$ cat src/hdl/mea_pkg.sv
// ----------------------------------------------------------------------------
// mea_pkg
// shared types, constants and table functions for the entropy accumulator
// ----------------------------------------------------------------------------
package mea_pkg;

   localparam int MAX_ELEMENTS = 32;
   localparam int CNT_W        = $clog2(MAX_ELEMENTS + 1);
   localparam int STEP_W       = 6;
   localparam int LOG_STEPS    = 16;
   localparam int DIV_W        = 48;

   localparam logic [16:0] ONE_Q16      = 17'h10000;
   localparam logic [20:0] SIXTEEN_Q16  = 21'h100000;
   localparam logic [31:0] LN2_Q30      = 32'd744261118;
   localparam logic [20:0] U21_MAX      = 21'h1FFFFF;
   localparam logic [20:0] RENYI_NEG1   = 21'h1F0000;
   localparam logic [15:0] ORDER_Q_RST  = 16'h8000;
   localparam logic [15:0] SKIP_RST     = 16'h0001;

   localparam logic CSR_ORDER_Q = 1'b0;
   localparam logic CSR_SKIP    = 1'b1;

   typedef enum logic [4:0] {
      OP_NONE,
      OP_LOAD,
      OP_CHECK,
      OP_NORM_STEP,
      OP_LOG_START,
      OP_LOG_STEP,
      OP_SHAN,
      OP_LIN,
      OP_EXP_INIT,
      OP_EXP_STEP,
      OP_POW_ADD,
      OP_FLOG_INIT,
      OP_REN_NEG,
      OP_LNM,
      OP_DIV_INIT_R,
      OP_DIV_STEP,
      OP_REN_SAT,
      OP_DIV_INIT_T,
      OP_EMIT
   } op_type;

   typedef struct packed {
      op_type            op;
      logic [STEP_W-1:0] step;
   } cmd_type;

   typedef struct packed {
      logic keep_nz;
      logic last;
      logic norm_done;
      logic pow_small;
      logic out_busy;
   } status_type;

   typedef logic [LOG_STEPS-1:0][30:0] root_tab_type;

   function automatic logic [63:0] isqrt64(input logic [63:0] x_in);
      logic [63:0] x;
      logic [63:0] res;
      logic [63:0] bit_v;
      x     = x_in;
      res   = '0;
      bit_v = 64'h4000_0000_0000_0000;
      for (int i = 0; i < 32; i++) begin
         if (x >= res + bit_v) begin
            x   = x - (res + bit_v);
            res = (res >> 1) + bit_v;
         end else begin
            res = res >> 1;
         end
         bit_v = bit_v >> 2;
      end
      return res;
   endfunction

   // 2^-(2^-k) in q30 for k = 1..16
   function automatic root_tab_type exp_roots();
      root_tab_type tab;
      logic [63:0]  r;
      r = 64'd1 << 29;
      for (int k = 0; k < LOG_STEPS; k++) begin
         r      = isqrt64(r << 30);
         tab[k] = r[30:0];
      end
      return tab;
   endfunction

   localparam root_tab_type EXP_ROOT = exp_roots();

endpackage

$ cat src/hdl/mea_ctrl.sv
// ----------------------------------------------------------------------------
// mea_ctrl
// sequencer: walks the datapath through log, terms, exp and final divides
// ----------------------------------------------------------------------------
module mea_ctrl (
   input  logic                clock,
   input  logic                reset,
   input  logic                req_valid,
   output logic                req_stall,
   input  mea_pkg::status_type status,
   output mea_pkg::cmd_type    cmd
);
   import mea_pkg::*;

   typedef enum logic [17:0] {
      ST_IDLE  = 18'h00001,
      ST_CHECK = 18'h00002,
      ST_NORM  = 18'h00004,
      ST_LOG   = 18'h00008,
      ST_SHAN  = 18'h00010,
      ST_LIN   = 18'h00020,
      ST_EXPE  = 18'h00040,
      ST_EXP   = 18'h00080,
      ST_PADD  = 18'h00100,
      ST_TAIL  = 18'h00200,
      ST_FCHK  = 18'h00400,
      ST_LNM   = 18'h00800,
      ST_RDIVI = 18'h01000,
      ST_RDIV  = 18'h02000,
      ST_RSAT  = 18'h04000,
      ST_TDIVI = 18'h08000,
      ST_TDIV  = 18'h10000,
      ST_OUT   = 18'h20000
   } state_type;

   state_type         state_ff, state_in;
   logic [STEP_W-1:0] step_ff, step_in;
   logic              fin_ff, fin_in;
   logic              log_end, div_end;

   assign log_end   = (step_ff == STEP_W'(LOG_STEPS - 1));
   assign div_end   = (step_ff == STEP_W'(DIV_W - 1));
   assign req_stall = (state_ff != ST_IDLE);
   assign cmd.step  = step_ff;

   always_comb begin
      state_in = state_ff;
      step_in  = step_ff;
      fin_in   = fin_ff;
      cmd.op   = OP_NONE;
      case (state_ff)
         ST_IDLE: begin
            if (req_valid) begin
               cmd.op   = OP_LOAD;
               state_in = ST_CHECK;
            end
         end
         ST_CHECK: begin
            cmd.op   = OP_CHECK;
            state_in = status.keep_nz ? ST_NORM : ST_TAIL;
         end
         ST_NORM: begin
            step_in = '0;
            if (status.norm_done) begin
               cmd.op   = OP_LOG_START;
               state_in = ST_LOG;
            end else begin
               cmd.op = OP_NORM_STEP;
            end
         end
         ST_LOG: begin
            cmd.op  = OP_LOG_STEP;
            step_in = step_ff + 1'b1;
            if (log_end) begin
               state_in = fin_ff ? ST_LNM : ST_SHAN;
            end
         end
         ST_SHAN: begin
            cmd.op   = OP_SHAN;
            state_in = ST_LIN;
         end
         ST_LIN: begin
            cmd.op   = OP_LIN;
            state_in = ST_EXPE;
         end
         ST_EXPE: begin
            cmd.op   = OP_EXP_INIT;
            step_in  = '0;
            state_in = ST_EXP;
         end
         ST_EXP: begin
            cmd.op  = OP_EXP_STEP;
            step_in = step_ff + 1'b1;
            if (log_end) begin
               state_in = ST_PADD;
            end
         end
         ST_PADD: begin
            cmd.op   = OP_POW_ADD;
            state_in = ST_TAIL;
         end
         ST_TAIL: begin
            state_in = status.last ? ST_FCHK : ST_IDLE;
         end
         ST_FCHK: begin
            if (status.pow_small) begin
               cmd.op   = OP_REN_NEG;
               state_in = ST_TDIVI;
            end else begin
               cmd.op   = OP_FLOG_INIT;
               fin_in   = 1'b1;
               state_in = ST_NORM;
            end
         end
         ST_LNM: begin
            cmd.op   = OP_LNM;
            state_in = ST_RDIVI;
         end
         ST_RDIVI: begin
            cmd.op   = OP_DIV_INIT_R;
            step_in  = '0;
            state_in = ST_RDIV;
         end
         ST_RDIV: begin
            cmd.op  = OP_DIV_STEP;
            step_in = step_ff + 1'b1;
            if (div_end) begin
               state_in = ST_RSAT;
            end
         end
         ST_RSAT: begin
            cmd.op   = OP_REN_SAT;
            state_in = ST_TDIVI;
         end
         ST_TDIVI: begin
            cmd.op   = OP_DIV_INIT_T;
            step_in  = '0;
            state_in = ST_TDIV;
         end
         ST_TDIV: begin
            cmd.op  = OP_DIV_STEP;
            step_in = step_ff + 1'b1;
            if (div_end) begin
               state_in = ST_OUT;
            end
         end
         ST_OUT: begin
            if (!status.out_busy) begin
               cmd.op   = OP_EMIT;
               fin_in   = 1'b0;
               state_in = ST_IDLE;
            end
         end
         default: begin
            state_in = ST_IDLE;
         end
      endcase
   end

   always_ff @(posedge clock) begin
      if (reset) begin
         state_ff <= ST_IDLE;
         step_ff  <= '0;
         fin_ff   <= 1'b0;
      end else begin
         state_ff <= state_in;
         step_ff  <= step_in;
         fin_ff   <= fin_in;
      end
   end

endmodule

$ cat src/hdl/mea_dp.sv
// ----------------------------------------------------------------------------
// mea_dp
// datapath: shared multiplier, log/exp iteration registers, divider, sums
// ----------------------------------------------------------------------------
module mea_dp (
   input  logic                clock,
   input  logic                reset,
   input  mea_pkg::cmd_type    cmd,
   output mea_pkg::status_type status,
   input  logic [16:0]         req_probability,
   input  logic                req_last_element,
   input  logic                csr_valid,
   input  logic                csr_index,
   input  logic [15:0]         csr_data,
   output logic                rsp_valid,
   input  logic                rsp_stall,
   output logic [20:0]         rsp_shannon_bits,
   output logic [20:0]         rsp_linear_entropy,
   output logic signed [20:0]  rsp_renyi_entropy,
   output logic signed [31:0]  rsp_tsallis_entropy
);
   import mea_pkg::*;

   logic [15:0]      order_q_ff, order_q_in;
   logic [15:0]      skip_ff, skip_in;
   logic [16:0]      p_ff, p_in;
   logic             last_ff, last_in;
   logic [CNT_W-1:0] count_ff, count_in;
   logic [31:0]      shannon_ff, shannon_in;
   logic [23:0]      linear_ff, linear_in;
   logic [31:0]      power_ff, power_in;
   logic [31:0]      z_ff, z_in;
   logic [4:0]       m_ff, m_in;
   logic [30:0]      y_ff, y_in;
   logic [15:0]      frac_ff, frac_in;
   logic [19:0]      e_ff, e_in;
   logic [30:0]      acc_ff, acc_in;
   logic [20:0]      lnm_ff, lnm_in;
   logic             neg_ff, neg_in;
   logic [DIV_W-1:0] dq_ff, dq_in;
   logic [16:0]      rem_ff, rem_in;
   logic [20:0]      renyi_ff, renyi_in;
   logic             rsp_valid_ff, rsp_valid_in;
   logic [20:0]      out_sh_ff, out_sh_in;
   logic [20:0]      out_lin_ff, out_lin_in;
   logic [20:0]      out_ren_ff, out_ren_in;
   logic [31:0]      out_ts_ff, out_ts_in;

   logic [31:0] mul_a, mul_b;
   logic [63:0] prod;
   logic [20:0] log_val, d_val, mag_val;
   logic        log_neg;
   logic [31:0] sq;
   logic [16:0] den;
   logic [17:0] r2;
   logic        ge;
   logic        keep;
   logic [4:0]  pow_sh;
   logic [31:0] ts_mag;
   logic        ts_neg;
   logic        emit;

   assign log_val = {m_ff, frac_ff};
   assign d_val   = SIXTEEN_Q16 - log_val;
   assign log_neg = (log_val < SIXTEEN_Q16);
   assign mag_val = log_neg ? (SIXTEEN_Q16 - log_val) : (log_val - SIXTEEN_Q16);
   assign keep    = (count_ff < CNT_W'(MAX_ELEMENTS)) && (p_ff >= {1'b0, skip_ff});
   assign sq      = prod[61:30];
   assign den     = ONE_Q16 - {1'b0, order_q_ff};
   assign r2      = {rem_ff, dq_ff[DIV_W-1]};
   assign ge      = (r2 >= {1'b0, den});
   assign pow_sh  = 5'd14 + {1'b0, e_ff[19:16]};
   assign ts_neg  = (power_ff < 32'(ONE_Q16));
   assign ts_mag  = ts_neg ? (32'(ONE_Q16) - power_ff) : (power_ff - 32'(ONE_Q16));
   assign emit    = (cmd.op == OP_EMIT);

   always_comb begin
      mul_a = '0;
      mul_b = '0;
      case (cmd.op)
         OP_LOG_STEP: begin
            mul_a = {1'b0, y_ff};
            mul_b = {1'b0, y_ff};
         end
         OP_SHAN: begin
            mul_a = 32'(p_ff);
            mul_b = 32'(d_val);
         end
         OP_LIN: begin
            mul_a = 32'(p_ff);
            mul_b = 32'(ONE_Q16 - p_ff);
         end
         OP_EXP_INIT: begin
            mul_a = 32'(order_q_ff);
            mul_b = 32'(d_val);
         end
         OP_EXP_STEP: begin
            mul_a = {1'b0, acc_ff};
            mul_b = {1'b0, EXP_ROOT[cmd.step[3:0]]};
         end
         OP_LNM: begin
            mul_a = 32'(mag_val);
            mul_b = LN2_Q30;
         end
         default: begin
            mul_a = '0;
         end
      endcase
   end

   assign prod = 64'(mul_a) * 64'(mul_b);

   always_comb begin
      order_q_in = order_q_ff;
      skip_in    = skip_ff;
      if (csr_valid) begin
         case (csr_index)
            CSR_ORDER_Q: order_q_in = csr_data;
            CSR_SKIP:    skip_in    = csr_data;
            default:     order_q_in = order_q_ff;
         endcase
      end
   end

   always_comb begin
      p_in       = p_ff;
      last_in    = last_ff;
      count_in   = count_ff;
      shannon_in = shannon_ff;
      linear_in  = linear_ff;
      power_in   = power_ff;
      z_in       = z_ff;
      m_in       = m_ff;
      y_in       = y_ff;
      frac_in    = frac_ff;
      e_in       = e_ff;
      acc_in     = acc_ff;
      lnm_in     = lnm_ff;
      neg_in     = neg_ff;
      dq_in      = dq_ff;
      rem_in     = rem_ff;
      renyi_in   = renyi_ff;
      out_sh_in  = out_sh_ff;
      out_lin_in = out_lin_ff;
      out_ren_in = out_ren_ff;
      out_ts_in  = out_ts_ff;
      case (cmd.op)
         OP_LOAD: begin
            p_in    = (req_probability > ONE_Q16) ? ONE_Q16 : req_probability;
            last_in = req_last_element;
         end
         OP_CHECK: begin
            if (count_ff < CNT_W'(MAX_ELEMENTS)) begin
               count_in = count_ff + 1'b1;
            end
            if (keep && (p_ff == '0) && (order_q_ff == '0)) begin
               power_in = power_ff + 32'(ONE_Q16);
            end
            z_in = {p_ff, 15'd0};
            m_in = 5'd16;
         end
         OP_FLOG_INIT: begin
            z_in = power_ff;
            m_in = 5'd31;
         end
         OP_NORM_STEP: begin
            if (z_ff[31:24] == '0) begin
               z_in = z_ff << 8;
               m_in = m_ff - 5'd8;
            end else if (z_ff[31:28] == '0) begin
               z_in = z_ff << 4;
               m_in = m_ff - 5'd4;
            end else begin
               z_in = z_ff << 1;
               m_in = m_ff - 5'd1;
            end
         end
         OP_LOG_START: begin
            y_in    = z_ff[31:1];
            frac_in = '0;
         end
         OP_LOG_STEP: begin
            if (sq[31]) begin
               y_in = sq[31:1];
               frac_in[4'd15 - cmd.step[3:0]] = 1'b1;
            end else begin
               y_in = sq[30:0];
            end
         end
         OP_SHAN: begin
            shannon_in = shannon_ff + prod[47:16];
         end
         OP_LIN: begin
            linear_in = linear_ff + prod[39:16];
         end
         OP_EXP_INIT: begin
            e_in   = prod[35:16];
            acc_in = 31'h4000_0000;
         end
         OP_EXP_STEP: begin
            if (e_ff[4'd15 - cmd.step[3:0]]) begin
               acc_in = prod[60:30];
            end
         end
         OP_POW_ADD: begin
            power_in = power_ff + 32'(acc_ff >> pow_sh);
         end
         OP_REN_NEG: begin
            renyi_in = RENYI_NEG1;
         end
         OP_LNM: begin
            lnm_in = prod[50:30];
            neg_in = log_neg;
         end
         OP_DIV_INIT_R: begin
            dq_in  = {11'd0, lnm_ff, 16'd0};
            rem_in = '0;
         end
         OP_DIV_INIT_T: begin
            dq_in  = {ts_mag, 16'd0};
            rem_in = '0;
            neg_in = ts_neg;
         end
         OP_DIV_STEP: begin
            rem_in = ge ? 17'(r2 - {1'b0, den}) : r2[16:0];
            dq_in  = {dq_ff[DIV_W-2:0], ge};
         end
         OP_REN_SAT: begin
            if (!neg_ff) begin
               renyi_in = (dq_ff > DIV_W'(1048575)) ? 21'h0FFFFF : dq_ff[20:0];
            end else begin
               renyi_in = (dq_ff > DIV_W'(1048576)) ? 21'h100000 : (21'd0 - dq_ff[20:0]);
            end
         end
         OP_EMIT: begin
            out_sh_in  = (shannon_ff > 32'(U21_MAX)) ? U21_MAX : shannon_ff[20:0];
            out_lin_in = (linear_ff > 24'(U21_MAX)) ? U21_MAX : linear_ff[20:0];
            out_ren_in = renyi_ff;
            if (!neg_ff) begin
               out_ts_in = (dq_ff > DIV_W'(32'h7FFF_FFFF)) ? 32'h7FFF_FFFF : dq_ff[31:0];
            end else begin
               out_ts_in = (dq_ff > DIV_W'(32'h8000_0000)) ? 32'h8000_0000
                                                         : (32'd0 - dq_ff[31:0]);
            end
            shannon_in = '0;
            linear_in  = '0;
            power_in   = '0;
            count_in   = '0;
         end
         default: begin
            p_in = p_ff;
         end
      endcase
   end

   assign rsp_valid_in = emit | (rsp_valid_ff & rsp_stall);

   always_ff @(posedge clock) begin
      if (reset) begin
         order_q_ff   <= ORDER_Q_RST;
         skip_ff      <= SKIP_RST;
         count_ff     <= '0;
         shannon_ff   <= '0;
         linear_ff    <= '0;
         power_ff     <= '0;
         rsp_valid_ff <= 1'b0;
      end else begin
         order_q_ff   <= order_q_in;
         skip_ff      <= skip_in;
         count_ff     <= count_in;
         shannon_ff   <= shannon_in;
         linear_ff    <= linear_in;
         power_ff     <= power_in;
         rsp_valid_ff <= rsp_valid_in;
      end
   end

   always_ff @(posedge clock) begin
      p_ff       <= p_in;
      last_ff    <= last_in;
      z_ff       <= z_in;
      m_ff       <= m_in;
      y_ff       <= y_in;
      frac_ff    <= frac_in;
      e_ff       <= e_in;
      acc_ff     <= acc_in;
      lnm_ff     <= lnm_in;
      neg_ff     <= neg_in;
      dq_ff      <= dq_in;
      rem_ff     <= rem_in;
      renyi_ff   <= renyi_in;
      out_sh_ff  <= out_sh_in;
      out_lin_ff <= out_lin_in;
      out_ren_ff <= out_ren_in;
      out_ts_ff  <= out_ts_in;
   end

   assign status.keep_nz   = keep && (p_ff != '0);
   assign status.last      = last_ff;
   assign status.norm_done = z_ff[31];
   assign status.pow_small = (power_ff <= 32'(skip_ff));
   assign status.out_busy  = rsp_valid_ff & rsp_stall;

   assign rsp_valid           = rsp_valid_ff;
   assign rsp_shannon_bits    = out_sh_ff;
   assign rsp_linear_entropy  = out_lin_ff;
   assign rsp_renyi_entropy   = out_ren_ff;
   assign rsp_tsallis_entropy = out_ts_ff;

endmodule

$ cat src/hdl/multi_entropy_accumulator_unit.sv
// ----------------------------------------------------------------------------
// multi_entropy_accumulator_unit
// shannon, linear, renyi and tsallis entropy over vectors of probabilities
//
//   channel  direction  handshake           payload
//   req      in         req_valid/stall     probability, last_element
//   rsp      out        rsp_valid/stall     shannon, linear, renyi, tsallis
//   csr      in         csr_valid/ready     index, data
//
// a kept probability runs normalize, 16 log squaring rounds and 16 exp factor
// rounds on the one shared multiplier; a skipped probability only passes load,
// check and tail; a last beat adds a 48-step restoring divide for tsallis and,
// if the power sum exceeds skip, its log and a second such divide for renyi.
// reset is synchronous; the result register holds one beat, so a stalled
// result holds the next vector end in its output step with the input stalled
// ----------------------------------------------------------------------------
module multi_entropy_accumulator_unit (
   input  logic               clock,
   input  logic               reset,
   input  logic               req_valid,
   output logic               req_stall,
   input  logic [16:0]        req_probability,
   input  logic               req_last_element,
   output logic               rsp_valid,
   input  logic               rsp_stall,
   output logic [20:0]        rsp_shannon_bits,
   output logic [20:0]        rsp_linear_entropy,
   output logic signed [20:0] rsp_renyi_entropy,
   output logic signed [31:0] rsp_tsallis_entropy,
   input  logic               csr_valid,
   output logic               csr_ready,
   input  logic               csr_index,
   input  logic [15:0]        csr_data
);
   import mea_pkg::*;

   cmd_type    cmd;
   status_type status;

   assign csr_ready = 1'b1;

   mea_ctrl u_ctrl (
      .clock     (clock),
      .reset     (reset),
      .req_valid (req_valid),
      .req_stall (req_stall),
      .status    (status),
      .cmd       (cmd)
   );

   mea_dp u_dp (
      .clock               (clock),
      .reset               (reset),
      .cmd                 (cmd),
      .status              (status),
      .req_probability     (req_probability),
      .req_last_element    (req_last_element),
      .csr_valid           (csr_valid & csr_ready),
      .csr_index           (csr_index),
      .csr_data            (csr_data),
      .rsp_valid           (rsp_valid),
      .rsp_stall           (rsp_stall),
      .rsp_shannon_bits    (rsp_shannon_bits),
      .rsp_linear_entropy  (rsp_linear_entropy),
      .rsp_renyi_entropy   (rsp_renyi_entropy),
      .rsp_tsallis_entropy (rsp_tsallis_entropy)
   );

endmodule

$ cat config.mk
export PLATFORM = sky130hd
export DESIGN_NAME = multi_entropy_accumulator_unit
export DESIGN_NICKNAME = d
export VERILOG_FILES = /design/src/hdl/mea_pkg.sv /design/src/hdl/mea_ctrl.sv /design/src/hdl/mea_dp.sv /design/src/hdl/multi_entropy_accumulator_unit.sv
export SDC_FILE = /design/constraint.sdc
export NUM_CORES = 2
export LEC_CHECK = 0
export ABC_CLOCK_PERIOD_IN_PS = 27900
export BUFFER_PORTS_ARGS = -buffer_cell sky130_fd_sc_hd__buf_2
export CAP_MARGIN = 20
export CORE_MARGIN = 2
export CORE_UTILIZATION = 60
export CTS_BUF_LIST = sky130_fd_sc_hd__clkbuf_16
export CTS_CLUSTER_DIAMETER = 80
export DETAILED_ROUTE_END_ITERATION = 7
export PLACE_DENSITY = 0.77
export SLEW_MARGIN = 10
export SYNTH_ARGS = -nofsm -noshare
export SYNTH_HDL_FRONTEND = slang
export SYNTH_HIERARCHICAL = 1
export SYNTH_SLANG_ARGS = --single-unit
$ cat constraint.sdc
create_clock -name clock -period 27.9 [get_ports clock]
set_input_delay 2.79 -clock clock [delete_from_list [all_inputs] [get_ports clock]]
set_output_delay 2.79 -clock clock [all_outputs]
set_load 0.02 [all_outputs]
Word-level counts from Yosys, hierarchy flattened --
Memory sizes are Yosys's and may differ from the RTL's. A register that Yosys moved wholly into a read port is not among the register bits. Cells that the tools add are included.
Storage, ports and cells: word-level logic and storage cells 220, memories 1, bits in latches 0, bits in writable memories 0, memory bits (read-only) 496, output and inout bits 98, bits of input ports 40, bits in registers 508
Memories:
- (name not given) | words 16, bits a word 31, rd ports 1, clocked after Yosys merged registers in 1, write ports 0, line mea_dp.sv:99 | mul_b = {1'b0, EXP_ROOT[cmd.step[3:0]]};
Operators by class: eq/ne operators 51, multipliers 1, $add $sub $neg 20, muxes and demuxes 61, reductions and logical operators 37, bitwise gates (word level) 4, magnitude comparators 17, shift-type cells 1, div/mod/pow operators 0
Operator list (count):
- one-hot mux 18 bit (18 select lines) | 1
- 2-to-1 mux 32 bit | 7
- one-hot mux 32 bit (3 select lines) | 2
- one-hot mux 32 bit (5 select lines) | 1
- one-hot mux 31 bit (5 select lines) | 1
- one-hot mux 48 bit (3 select lines) | 1
- 2-to-1 mux 18 bit | 7
- one-hot mux 31 bit (2 select lines) | 2
- 2-to-1 mux 31 bit | 3
- 2-to-1 mux 21 bit | 4
- one-hot mux 5 bit (16 select lines) | 1
- adder 32 bit | 2
- one-hot mux 32 bit (2 select lines) | 1
- multiplier 31 x 32 -> 62 bit | 1
- > comparator 48 x 20 -> 1 bit (second input constant) | 1
- > comparator 48 x 21 -> 1 bit (second input constant) | 1
- > comparator 48 x 31 -> 1 bit (second input constant) | 1
- > comparator 48 x 32 -> 1 bit (second input constant) | 1
- one-hot mux 24 bit (2 select lines) | 1
- one-hot mux 21 bit (2 select lines) | 1
- == test 5 x 4 -> 1 bit (second input constant) | 8
- one-hot mux 17 bit (2 select lines) | 1
- adder 32 x 17 -> 32 bit (second input constant) | 1
- > comparator 32 x 21 -> 1 bit (second input constant) | 1
- other kinds (88) | 141

Logic depth before layout (Yosys ltp) --
word-level depth 9, mapped depth 68, mapped depth without buffers 64

By module --
Netlist, hierarchy kept.
By module, submodules not included:
- mea_dp | cells each 6785, area each 60593.1 µm², sequential area each 13232.7 µm², times used 1
- mea_ctrl | cells each 181, area each 1458.9 µm², sequential area each 500.5 µm², times used 1
- multi_entropy_accumulator_unit | cells each 2, area each 11.3 µm², sequential area each 0.0 µm², times used 1

Least setup slack after synthesis --
Ideal clock, no wire load.
path type input port to flip-flop, from in req_valid, to reg u_dp.linear_ff[23], cell stages on the path 48, buffers on the path 5, arrival time 14220 ps, library setup time 74 ps, data required time 27826 ps, setup slack 13606 ps, cell sequence a2111oi_0 nand3_1 or2_2 clkbuf_1 nor2_1 clkbuf_1 buf_1 a221oi_1 clkbuf_1 nor2_1 fa_1 fa_1 fa_1 inv_1 fa_1 inv_1 fa_1 inv_1 (+12 left out) a21oi_1 o21ai_0 or2_2 a211oi_1 xnor2_1 ha_1 a21o_1 a21o_1 a21oi_1 nand2_1 a211oi_1 o31ai_1 o21ai_0 nand2b_1 a21oi_1 xor2_1 or3_1 a31oi_1
RTL lines:
- start: declaration | line multi_entropy_accumulator_unit.sv:20 | input logic req_valid,
- end signal: assignment | line mea_dp.sv:272 | linear_ff <= linear_in;
- end: declaration | line mea_dp.sv:30 | logic [23:0] linear_ff, linear_in;

==> qor_table.md <==
| Step | Item | Value |
| --- | --- | --- |
| place | Number of buffers added on ports | 136 |
| status | Result of the run | finished, violations left |
| route | DRC | 5 |
| yosys | Area fraction of the dominant cell type after synthesis | 0.280 |
| critical path | Launching element type of the critical path | flip-flop |
| sta | Final worst path period need | 16,680 ps |
| sta | Final worst-path cycle share | 0.598 |
| min path | Min-Delay Path Class | flip-flop to flip-flop |
| layout | Area used by sequential logic in the layout | 13,700 µm² |
| yosys | Synth cell types | 94 |
| die | Overall die width | 326 µm |
| layout | Final nets | 8,236 |
| sta | RSZ-0062 raised after global routing | false |
| clock tree | Number of H-tree levels | 2 |
| critical path | Critical path peak fanout | 18 |
| yosys | Top cells by area, synth | sky130_fd_sc_hd__fa_1 (28%), sky130_fd_sc_hd__edfxtp_1 (17%), sky130_fd_sc_hd__ha_1 (7.9%) |
| power and ir drop | Static Leak | 0.0298 µW |
| yosys | Count of flip-flops with a built-in enable after synthesis | 356 |
| place | Placement-stage cell area | 64,500 µm² |
| die | Floorplan Core Area | 102,000 µm² |
| clock tree | Master cell of the clock root buffer | sky130_fd_sc_hd__clkbuf_16 |
| critical path | Cell depth of the worst flop-to-flop path | 51 |
| yosys | Sequential fraction of the synthesis area | 0.221 |
| clock tree | Number of gates given a new drive strength after cts | 0 |
| die | Starting density of the core | 0.607 |
| sta | TNS Setup | 0 ps |
| power and ir drop | Largest vdd supply drop | 0.0481 mV |
| clock tree | Worst-case clock buffer depth | 3 |
| critical path | Critical path required time | 28,420 ps |
| die | Die outline area | 106,000 µm² |
| yosys | Mean Syn Cell Area | 8.91 µm² |
| clock tree | Worst-skew pair later-pin latency | 640 ps |
| yosys | Count of yosys warnings during synthesis | 6 |
| die | Count of pins on the block boundary | 138 |
| critical path | Data arrival time of the critical path | 17,200 ps |
| clock tree | CTS tree | built |
| clock tree | Post-CTS Repair Setup Buffers | 0 |
| clock tree | Number of buffers added by the clock tree synthesis step | 53 |
| sta | Tightest Pin Transition | 1280 ps |
| layout | Area used by multi-input combinational logic | 43,400 µm² |
| layout | Fraction of layout cells with a size suffix above 1 | 0.0735 |
| critical path | Beginning of the worst register-to-register path | u_dp/power_ff[20] |
| grt | Total global routing overflow | 0 |
| critical path | Crit Path Category | flip-flop to flip-flop |
| layout | Final Cell Area | 66,200 µm² |
| route | Number of detailed-routing iterations run before antenna repair | 8 |
| layout | Area delta synth->final | 6.71% |
| clock tree | Clock sink total | 508 |
| route | DRC violation total after the first TritonRoute iteration | 7,064 |
| run | Number of max-cap violations | 0 |
| sta | Largest clock skew in the final design | 35.6 ps |
| place | Weighted congestion at the end of routability-driven global placement | 1.08 |
| min path | Startpoint of the tightest hold check path | u_dp/renyi_ff[0] |
| yosys | Area of the mapped netlist | 62,100 µm² |
| grt | Number of global-route vias before repair | 53,408 |
| die | Overall die height | 326 µm |
| layout | Post-layout utilization of the core | 0.648 |
| sta | Highest attainable clock frequency | 60.0 MHz |
| critical path | Reg-to-Reg End | u_dp/shannon_ff[27] |
| critical path | R2r setup slk | 11,220 ps |
| die | Std cell rows | 117 |
| critical path | Longest individual stage delay on the worst path | 1080 ps |
| route | Vias post-DR | 54,258 |
| layout | Number of cells in the finished layout apart from fillers | 8,359 |
| yosys | Library cell with the largest summed area after synthesis | sky130_fd_sc_hd__fa_1 |
| yosys | Register bit count reported by yosys | 508 |
| power and ir drop | Power density relative to cell area | 25.6 nW/µm² |
| sta | Worst relative slew slack | 0.144 |
| route | Via density per instance | 6.49 |
| critical path | Critical path endpoint category | flip-flop |
| yosys | Share of synthesized flip-flops with an asynchronous set or reset | 0 |
| sta | Hold Vio Cnt, Final | 0 |
| grt | Maximum number of pins on one net before global-route repair | 74 |
| yosys | Cells after synthesis | 6,968 |
| grt | GRT Total Usage | 0.414 |
| yosys | Flip-flop cell with the highest count after synthesis | sky130_fd_sc_hd__edfxtp_1 |
| status | Violated checks | design-rule violations |
| min path | Hold Path Cell Cnt | 0 |
| min path | Worst Hold Path EP | u_dp/rsp_renyi_entropy[0] |
| grt | Antenna violations before repair | 11 |
| critical path | Most common cell on crit path | sky130_fd_sc_hd__inv_1 |
| grt | Global-route wire length before repair | 328,000 µm |
| sta | Final setup violating endpoints | 0 |
| clock tree | Clock transition at the registers of the reported paths | 60 ps |
| route | Average routed wire per standard cell | 26.4 µm |
| sta | Max-slew violation count | 0 |
| place | Cells after DPL | 8,245 |
| clock tree | Number of hold-repair buffers added at the cts stage | 0 |
| place | Half-perimeter wire length of the detailed placement result | 163,000 µm |
| critical path | Slowest stage cell, crit path | sky130_fd_sc_hd__nor3b_1 |
| layout | Fill cell total of the finished layout | 8,518 |
| route | Antenna-violating nets left | 0 |
| route | Detailed Route WL | 221,000 µm |
-- flip-flops by register name, indices dropped and copies added (netlist names), 6 cells and up --
| name | count |
|---|---|
| u_dp/linear_ff | 24 |
| u_dp/rsp_shannon_bits | 21 |
| u_dp/lnm_ff | 21 |
| u_dp/acc_ff | 31 |
| u_dp/rsp_tsallis_entropy | 32 |
| u_dp/order_q_ff | 16 |
| u_dp/p_ff | 17 |
| u_ctrl/step_ff | 6 |
| u_dp/e_ff | 20 |
| u_dp/rem_ff | 17 |
| u_dp/count_ff | 6 |
| u_dp/dq_ff | 48 |
| u_dp/rsp_linear_entropy | 21 |
| u_dp/renyi_ff | 21 |
| u_ctrl/state_ff | 18 |
| u_dp/shannon_ff | 32 |
| u_dp/z_ff | 32 |
| u_dp/power_ff | 32 |
| u_dp/y_ff | 31 |
| u_dp/skip_ff | 16 |
| u_dp/rsp_renyi_entropy | 21 |
| u_dp/frac_ff | 16 |
-- metal layers --
layer / wire (µm) / global-route usage / share of wire / vias up
met2: 90600 / 0.590 / 0.41 / 4252
met1: 76900 / 0.519 / 0.35 / 26288
met3: 35100 / 0.171 / 0.16 / 1042
met4: 18100 / 0.264 / 0.082 / 8
met5: 157 / 0.0106 / 0.00071 / -
li1: - / - / - / 22668
-- cell usage after synthesis (37+ instances only) --
cell type and number:
sky130_fd_sc_hd__nor4_1 48, sky130_fd_sc_hd__a21o_1 70, sky130_fd_sc_hd__nor2b_1 56, sky130_fd_sc_hd__or3_1 45
sky130_fd_sc_hd__xnor2_1 148, sky130_fd_sc_hd__inv_1 1012, sky130_fd_sc_hd__edfxtp_1 356, sky130_fd_sc_hd__a221oi_1 37
sky130_fd_sc_hd__nor2_1 783, sky130_fd_sc_hd__nand3_1 68, sky130_fd_sc_hd__xor2_1 65, sky130_fd_sc_hd__or2_2 43
sky130_fd_sc_hd__nor3_1 79, sky130_fd_sc_hd__fa_1 868, sky130_fd_sc_hd__o21ai_0 252, sky130_fd_sc_hd__nand2_1 922
sky130_fd_sc_hd__nand4_1 41, sky130_fd_sc_hd__mux2i_1 81, sky130_fd_sc_hd__ha_1 392, sky130_fd_sc_hd__a21oi_1 321
sky130_fd_sc_hd__nand2b_1 83, sky130_fd_sc_hd__dfxtp_1 152, sky130_fd_sc_hd__clkbuf_1 353, sky130_fd_sc_hd__and2_1 91
sky130_fd_sc_hd__a211oi_1 42, sky130_fd_sc_hd__a22oi_1 88
-- critical path: cells and delay by family (launching register included) --
kind                       cells  cell delay (ps)
buffers and inverters          8              810
AOI/OAI and AO/OA             17             4250
xor gates and xnor gates       2              500
DFF                            1              440
adders and majority gates     10             4540
and+or+nand+nor               14             5930
-- final cells by class --
class	count	share of cell area
clock buffer	55	0.0208
timing repair buffer	290	0.0285
multi-input combinational	5067	0.655
inverter	1016	0.0576
tap	1368	0.0258
clock inverter	45	0.00402
sequential	508	0.207
antenna	10	0.000378
-- placed cells by master (no fill, tap or decap), types with 16 or more instances in the layout --
cell type	Yosys	final
sky130_fd_sc_hd__fa_1	868	868
sky130_fd_sc_hd__nand4_1	41	41
sky130_fd_sc_hd__nor4_1	48	46
sky130_fd_sc_hd__xor2_1	65	65
sky130_fd_sc_hd__nor3_1	79	71
sky130_fd_sc_hd__a32oi_1	16	16
sky130_fd_sc_hd__o21a_1	25	25
sky130_fd_sc_hd__a211oi_1	42	41
sky130_fd_sc_hd__buf_2	4	135
sky130_fd_sc_hd__inv_1	1012	1029
sky130_fd_sc_hd__o31ai_1	16	16
sky130_fd_sc_hd__a21o_1	70	70
sky130_fd_sc_hd__and2_1	91	91
sky130_fd_sc_hd__a221o_1	36	36
sky130_fd_sc_hd__mux2i_1	81	81
sky130_fd_sc_hd__a31oi_1	27	27
sky130_fd_sc_hd__nor2b_1	56	55
sky130_fd_sc_hd__a221oi_1	37	27
sky130_fd_sc_hd__o22ai_1	17	16
sky130_fd_sc_hd__clkbuf_16	0	55
sky130_fd_sc_hd__buf_4	6	148
sky130_fd_sc_hd__o21bai_1	25	25
sky130_fd_sc_hd__dfxtp_1	152	152
sky130_fd_sc_hd__nor2_1	783	774
sky130_fd_sc_hd__nand2_1	922	921
sky130_fd_sc_hd__nand2b_1	83	83
sky130_fd_sc_hd__edfxtp_1	356	356
sky130_fd_sc_hd__xnor2_1	148	142
sky130_fd_sc_hd__nor3b_1	16	16
sky130_fd_sc_hd__ha_1	392	392
sky130_fd_sc_hd__or4_1	16	16
sky130_fd_sc_hd__or3_1	45	45
sky130_fd_sc_hd__nand3_1	68	68
sky130_fd_sc_hd__or2_2	43	43
sky130_fd_sc_hd__a22oi_1	88	85
sky130_fd_sc_hd__and3_1	27	27
sky130_fd_sc_hd__o21ai_0	252	249
sky130_fd_sc_hd__a21oi_1	321	320
-- power breakdown --
group          switching, µW  internal, µW
registers               32.7           817
clock network            319           368
logic                    103          54.3
total                    455          1240
-- per-stage QoR --
step / setup slack [ps] / hold slack (ps) / power [µW]
after floorplan: 13610 / 400 / 947
after global placement: 11830 / 402 / 1010
after detailed placement: 11640 / 405 / 1010
after CTS: 11530 / 420 / 1690
after global routing: 10210 / 426 / 1740
final: 11220 / 415 / 1690
-- kinds of logic after synthesis --
logic type	synth area share
adder cells (fa/ha/maj)	0.359
buffers and inverters	0.0854
AO/OA/AOI/OAI	0.115
multiplexers	0.0180
XOR/XNOR	0.0301
flip-flops	0.221
AND/OR/NAND/NOR	0.171
other	0.000181
-- worst max path at each step --
| stage | from | end | slack, ps | cells past startpoint |
|---|---|---|---|---|
| after floorplan | req_valid | u_dp/linear_ff[23] | 13610 | 48 |
| after global placement | rsp_stall | u_dp/shannon_ff[27] | 11830 | 47 |
| after detailed placement | rsp_stall | u_dp/shannon_ff[27] | 11640 | 47 |
| after CTS | u_dp/power_ff[20] | u_dp/shannon_ff[27] | 11530 | 51 |
| after global routing | u_dp/power_ff[1] | u_dp/shannon_ff[27] | 10210 | 59 |
| final | u_dp/power_ff[20] | u_dp/shannon_ff[27] | 11220 | 51 |
No activity file was read; power rests on OpenSTA's default activity.
